[config.mk]
export PLATFORM = sky130hd
export DESIGN_NAME = usm_ctrl
export DESIGN_NICKNAME = d
export VERILOG_FILES = /design/src/rtl/usm_pkg.sv /design/src/rtl/usm_ctrl.sv
export SDC_FILE = /design/constraint.sdc
export NUM_CORES = 1
export LEC_CHECK = 0
export ABC_AREA = 1
export BUFFER_PORTS_ARGS = -buffer_cell sky130_fd_sc_hd__buf_4
export CORE_ASPECT_RATIO = 1.75
export CORE_MARGIN = 2
export CORE_UTILIZATION = 29
export DETAILED_ROUTE_END_ITERATION = 10
export HOLD_SLACK_MARGIN = 0.12
export SLEW_MARGIN = 20
export SYNTH_ARGS = -nofsm -noshare
export SYNTH_HDL_FRONTEND = slang
export SYNTH_SLANG_ARGS = --single-unit
[constraint.sdc]
create_clock -name i_clk -period 1.7 [get_ports i_clk]
set_input_delay 0.34 -clock i_clk [delete_from_list [all_inputs] [get_ports i_clk]]
set_output_delay 0.34 -clock i_clk [all_outputs]
set_load 0.05 [all_outputs]
[src/rtl/usm_pkg.sv]
// Shared types, constants and helpers of the unsharp mask block.
package usm_pkg;

    localparam int MAX_WIDTH  = 2048;
    localparam int MAX_ROWS   = 4096;
    localparam int RING_ROWS  = 8;
    localparam int COL_W      = $clog2(MAX_WIDTH);
    localparam int ROW_W      = $clog2(MAX_ROWS);
    localparam int RING_W     = $clog2(RING_ROWS);
    localparam int ADDR_W     = RING_W + COL_W;
    localparam int ACC_W      = 27;
    localparam int WSUM_W     = 19;

    // configuration register indexes
    localparam logic [2:0] CFG_WIDTH  = 3'd0;
    localparam logic [2:0] CFG_HEIGHT = 3'd1;
    localparam logic [2:0] CFG_CHAN   = 3'd2;
    localparam logic [2:0] CFG_CENTER = 3'd3;
    localparam logic [2:0] CFG_NEAR   = 3'd4;
    localparam logic [2:0] CFG_FAR    = 3'd5;
    localparam logic [2:0] CFG_AMOUNT = 3'd6;

    // tap index of the centre of the 5-tap window
    localparam logic [2:0] TAP_MID = 3'd2;
    localparam logic [2:0] TAP_END = 3'd4;
    localparam logic [2:0] DIV_END = 3'd7;

    typedef struct packed {
        logic       store;
        logic       vclr;
        logic       hclr;
        logic       hrd;
        logic [2:0] kx;
        logic [2:0] ky;
        logic       dload_h;
        logic       dload_v;
        logic       dstep;
        logic       vacc;
        logic       emit;
    } t_cmd;

    typedef struct packed {
        logic ready;
        logic out_free;
    } t_stat;

    // weight of the tap at window index 0..4
    function automatic logic [15:0] tap_weight(input logic [2:0] k, input logic [15:0] wc,
                                               input logic [15:0] wn, input logic [15:0] wf);
        logic [15:0] w;
        case (k)
            3'd2:         w = wc;
            3'd1, 3'd3:   w = wn;
            default:      w = wf;
        endcase
        return w;
    endfunction

endpackage

[src/rtl/usm_ctrl.sv]
// Sequencer of the blur passes, division steps and result hand-off.
module usm_ctrl (
    input  logic           i_clk,
    input  logic           i_rst_n,
    input  logic           i_in_valid,
    output logic           o_in_ready,
    input  usm_pkg::t_stat i_stat,
    output usm_pkg::t_cmd  o_cmd
);

    typedef enum logic [3:0] {
        S_IDLE, S_CHECK, S_HCLR, S_HREAD, S_HWAIT, S_HLOAD, S_HDIV,
        S_VACC, S_VLOAD, S_VDIV, S_EMIT
    } t_state;

    t_state     r_state;
    logic [2:0] r_kx, r_ky, r_step;

    assign o_in_ready = (r_state == S_IDLE);

    // decode commands from state
    always_comb begin
        o_cmd         = '0;
        o_cmd.kx      = r_kx;
        o_cmd.ky      = r_ky;
        o_cmd.store   = (r_state == S_IDLE) && i_in_valid;
        o_cmd.vclr    = (r_state == S_CHECK);
        o_cmd.hclr    = (r_state == S_HCLR);
        o_cmd.hrd     = (r_state == S_HREAD);
        o_cmd.dload_h = (r_state == S_HLOAD);
        o_cmd.dload_v = (r_state == S_VLOAD);
        o_cmd.dstep   = (r_state == S_HDIV) || (r_state == S_VDIV);
        o_cmd.vacc    = (r_state == S_VACC);
        o_cmd.emit    = (r_state == S_EMIT) && i_stat.out_free;
    end

    // advance the sequence
    always_ff @(posedge i_clk) begin
        if (!i_rst_n) begin
            r_state <= S_IDLE;
            r_kx    <= '0;
            r_ky    <= '0;
            r_step  <= '0;
        end else begin
            unique case (r_state)
                S_IDLE:  if (i_in_valid) r_state <= S_CHECK;
                S_CHECK: begin
                    r_ky    <= '0;
                    r_state <= i_stat.ready ? S_HCLR : S_IDLE;
                end
                S_HCLR: begin
                    r_kx    <= '0;
                    r_state <= S_HREAD;
                end
                S_HREAD: begin
                    r_kx <= r_kx + 3'd1;
                    if (r_kx == usm_pkg::TAP_END) r_state <= S_HWAIT;
                end
                S_HWAIT: r_state <= S_HLOAD;
                S_HLOAD: begin
                    r_step  <= '0;
                    r_state <= S_HDIV;
                end
                S_HDIV: begin
                    r_step <= r_step + 3'd1;
                    if (r_step == usm_pkg::DIV_END) r_state <= S_VACC;
                end
                S_VACC: begin
                    if (r_ky == usm_pkg::TAP_END) begin
                        r_state <= S_VLOAD;
                    end else begin
                        r_ky    <= r_ky + 3'd1;
                        r_state <= S_HCLR;
                    end
                end
                S_VLOAD: begin
                    r_step  <= '0;
                    r_state <= S_VDIV;
                end
                S_VDIV: begin
                    r_step <= r_step + 3'd1;
                    if (r_step == usm_pkg::DIV_END) r_state <= S_EMIT;
                end
                S_EMIT:  if (i_stat.out_free) r_state <= S_IDLE;
                default: r_state <= S_IDLE;
            endcase
        end
    end

endmodule

* Word level (Yosys, flattened, before mapping)
Cells that the tools add are included.
** Storage, ports and cells
- Logic and storage cells :: 49
- Output and inout bits :: 16
- Register bits :: 13
** Operators by class
- Reduce and logical (&&, ||, !) cells :: 11
- Mux-type cells :: 12
- Add/sub/neg operators :: 3
- Equality and inequality tests :: 19
** Operators with widths (count)
- one-hot mux 4 bit (11 select lines) :: 1
- 2-to-1 mux 4 bit :: 6
- one-hot mux 3 bit (2 select lines) :: 3
- == test 4 x 3 -> 1 bit, second input constant :: 4
- == test 4 bit, second input constant :: 3
- adder 3 x 1 -> 3 bit, second input constant :: 3
- == test 3 bit, second input constant :: 3
- == test 4 x 2 -> 1 bit, second input constant :: 2
- inequality test 2 x 1 -> 1 bit, second input constant :: 3
- inequality test 2 bit, second input constant :: 3
- nonzero test 2 bit :: 3
- AND reduction 5 bit :: 1
- == test 4 x 1 -> 1 bit, second input constant :: 1
- zero test 4 bit :: 1
- OR reduction 2 bit :: 2
- 2-to-1 mux 3 bit :: 1
- logical AND 1 bit :: 2
- 2-to-1 mux 2 bit :: 1
- AND reduction 2 bit :: 1
- logical OR 1 bit :: 1

* Logic depth before layout (Yosys ltp)
- Word-level depth :: 3
- Depth in mapped cells :: 9
- Mapped depth without buffers :: 9

* Worst setup path after synthesis
Ideal clock, no wire load.
- Path type :: register to output
- Start point :: register r_state[2]
- End point :: output o_cmd[14] in the netlist's numbering
- Setup slack :: -0.395 ns
- Path buffers :: 0
- Stages on the path, launching flop included :: 4
- Data arrival time :: 1.755 ns
- Required time :: 1.360 ns
- Cell sequence :: dfxtp_1 -> nor2_2 -> inv_1 -> nor3_1
** RTL lines
- from (decl) :: line usm_ctrl.sv:16 : t_state r_state;
- from (signal assigned) :: line usm_ctrl.sv:49 : r_state <= i_stat.ready ? S_HCLR : S_IDLE;
- to (decl) :: line usm_ctrl.sv:8 : output usm_pkg::t_cmd o_cmd

==> flow_metrics.tcl <==
set metrics [dict create \
    grt_use_met2_pct 20.7 \
    antenna_found_initial 0 \
    diodes 0 \
    synthMuxAreaShare_pct 0 \
    criticalPathCategory "reg2out" \
    track_usage_pct 12.9 \
    rows 26 \
    worst_setup_path_end_kind "output pin" \
    maxCapViolCount 0 \
    crit_required_ps 1360 \
    irDropWorstVdd_uv 829 \
    dieArea_um2 3430 \
    syn-cell-area_um2 860 \
    grt_pass1_vias 837 \
    yosys_register_bits 13 \
    fin_cells 181 \
    synth_commonest_cells "nand2_1 (29), nor2_1 (20), inv_1 (19), dfxtp_1 (13), nand3_1 (9)" \
    h-tree-depth 1 \
    cts_tree "done" \
    dr.first_iter.drc_count 10 \
    yosysSeqAreaShare_pct 30.3 \
    critPathMaxStageDelay_ps 400 \
    syn_area_per_cell_um2 6.56 \
    start_util_pct 30.0 \
    wl_per_cell_um 10.8 \
    tightest_slew_ps 220 \
    synth_compound_area_share_pct 9.02 \
    core-area_um2 2860 \
    drc 0 \
    gr-usage-met1_pct 16.2 \
    grt_max_degree 11 \
    use_met3_pct 2.37 \
    overflow 0 \
    drv_slew 0 \
    rsz0062_at_grt "false" \
    die_w_um 45.2 \
    setup_viol 0 \
    cts_buffers 3 \
    pre_cts_ws_ps 220 \
    hold_class "in2reg" \
    hpwl_mm 1.57 \
    cts-root-buf "clkbuf_8" \
    min_period_over_period_pct 95.3 \
    pin_count 21 \
    gp_congestion 0.811 \
    min_period_ps 1620 \
    dp.cells 177 \
    fmax_ghz 0.617 \
    drt_wl_total_mm 1.95 \
    async_flop_share_pct 0 \
    ant_nets 0 \
    synth_area_leader_cell "dfxtp_1" \
    synth_top_flop_cell "dfxtp_1" \
    synth_cells 131 \
    avgViaCountPerCell 4.71 \
    cts.clk_slew.worst_paths_ps 60 \
    grt_pass1_wl_mm 3.48 \
    slew_headroom_pct 85.3 \
    synth-edff-count 0 \
    hold_violations 0 \
    slowest_stage "dfxtp_2" \
    synth_cell_type_count 18 \
    synthSimpleGateAreaFrac_pct 38.7 \
    synth_fp_nets 142 \
    clock_skew_ps 3.11 \
    clk_latency_ps 240 \
    synth_area_leaders "dfxtp_1 (30%), nand2_1 (13%), ha_1 (8.7%)" \
    outcome "completed" \
    synth_adder_area_share_pct 8.73 \
    final_nets 165 \
    cp_max_fo 6 \
    synth_top_family_by_area "simple AND/OR/NAND/NOR gates" \
    dr.pass1.iters 4 \
    cts_buffer_depth 2 \
    timing.final.ws_setup_ps 80.2 \
    arrival_ps 1280 \
    synth_most_common_cell "nand2_1" \
    cts.sinks 13 \
    vias 853 \
    layout-drive-gt1-share_pct 30.1 \
    critical_path.cell_chain "inv_2, nor2_2, nand2_1, nand2_2, buf_6" \
    synth_xor_area_share_pct 1.02 \
    grt-busiest-layer "met2" \
    powerDensity_nw_per_um2 1630 \
    die-height_um 76.0 \
    cp-start-kind "flop" \
    portBuffers 20 \
    power_leakage_nw 0.571 \
    ys_warn_count 0 \
    synth_top_area_share_pct 30.3 \
    area_growth_pct 28.8 \
]
## worst max-delay path: cells and delay by family (launching register included)
family                 cells  cell delay [ps]
buffers and inverters      2              230
DFF                        1              400
and+or+nand+nor            3              400
## report_power, final
group	internal [mW]	total, mW	switching (mW)
Clock	0.165	0.278	0.112
Combinational	0.319	1.05	0.736
Sequential	0.381	0.471	0.0901
## per-stage QoR
step	cell area (µm²)	setup TNS [ps]	power, mW	util (%)	hold WS (ps)
final	1110	0	1.80	38.7	383
after floorplan	872	-11.8	1.25	-	444
after CTS	1090	-31.5	1.80	38.2	379
after global placement	1030	0	1.47	36.1	455
after global routing	1110	0	1.96	38.7	403
after detailed placement	1030	0	1.50	36.1	471
## sequential cells by signal (all words and copies together) (netlist names)
name	flops
r_state	4
r_kx	3
r_ky	3
r_step	3
## cell usage in the layout, fill, tap and decap left out
| cell type | n |
|---|---|
| nand3_1 | 9 |
| ha_1 | 6 |
| a21oi_1 | 7 |
| nand3_2 | 3 |
| nor2_4 | 3 |
| buf_4 | 18 |
| clkbuf_8 | 3 |
| dfxtp_2 | 3 |
| a22oi_1 | 1 |
| buf_6 | 2 |
| xor2_1 | 1 |
| inv_2 | 4 |
| nor2_2 | 4 |
| nor2_1 | 18 |
| nor3_2 | 3 |
| dfxtp_1 | 9 |
| inv_1 | 18 |
| dfxtp_4 | 1 |
| nand2_2 | 2 |
| clkbuf_1 | 1 |
| nand2_1 | 29 |
| o21ai_0 | 7 |
| nor3_1 | 1 |
## what timing repair did
item,in CTS,in global routing
hold buffers,0,0
hold endpoints to repair,0,0
buffers inserted,0,0
setup endpoints to repair,4,7
resized for setup,4,7
## logic make-up after synthesis
kind of cell	count (synthesis)
buf+inv	24
simple gates	72
compound gates	15
flops	13
xor+xnor	1
fa+ha+maj	6
## area by class of cell
cell class                      count  area (µm²)
Multi-Input combinational cell     94         519
Tap cell                           28        35.0
Fill cell                         308        1760
Timing Repair Buffer               20         158
Clock buffer                        4        45.0
Sequential cell                    13         268
Inverter                           22        82.6
## final timing paths
check / start / endpoint / slack, ps / cells after the start
worst max-delay path: r_state[2] / o_cmd[2] / 80 / 5
worst min-delay path: i_rst_n / r_state[0] / 380 / 3
worst min register to register: r_step[2] / r_step[2] / 470 / 2
worst max register to register: r_step[0] / r_state[3] / 330 / 9
## metal layers
layer | wire (µm) | up-vias
li1 | - | 454
met1 | 838 | 379
met2 | 1000 | 18
met3 | 86 | 2
met4 | 18 | 0
met5 | 0 | -
Power figures use the tool's default switching activity.
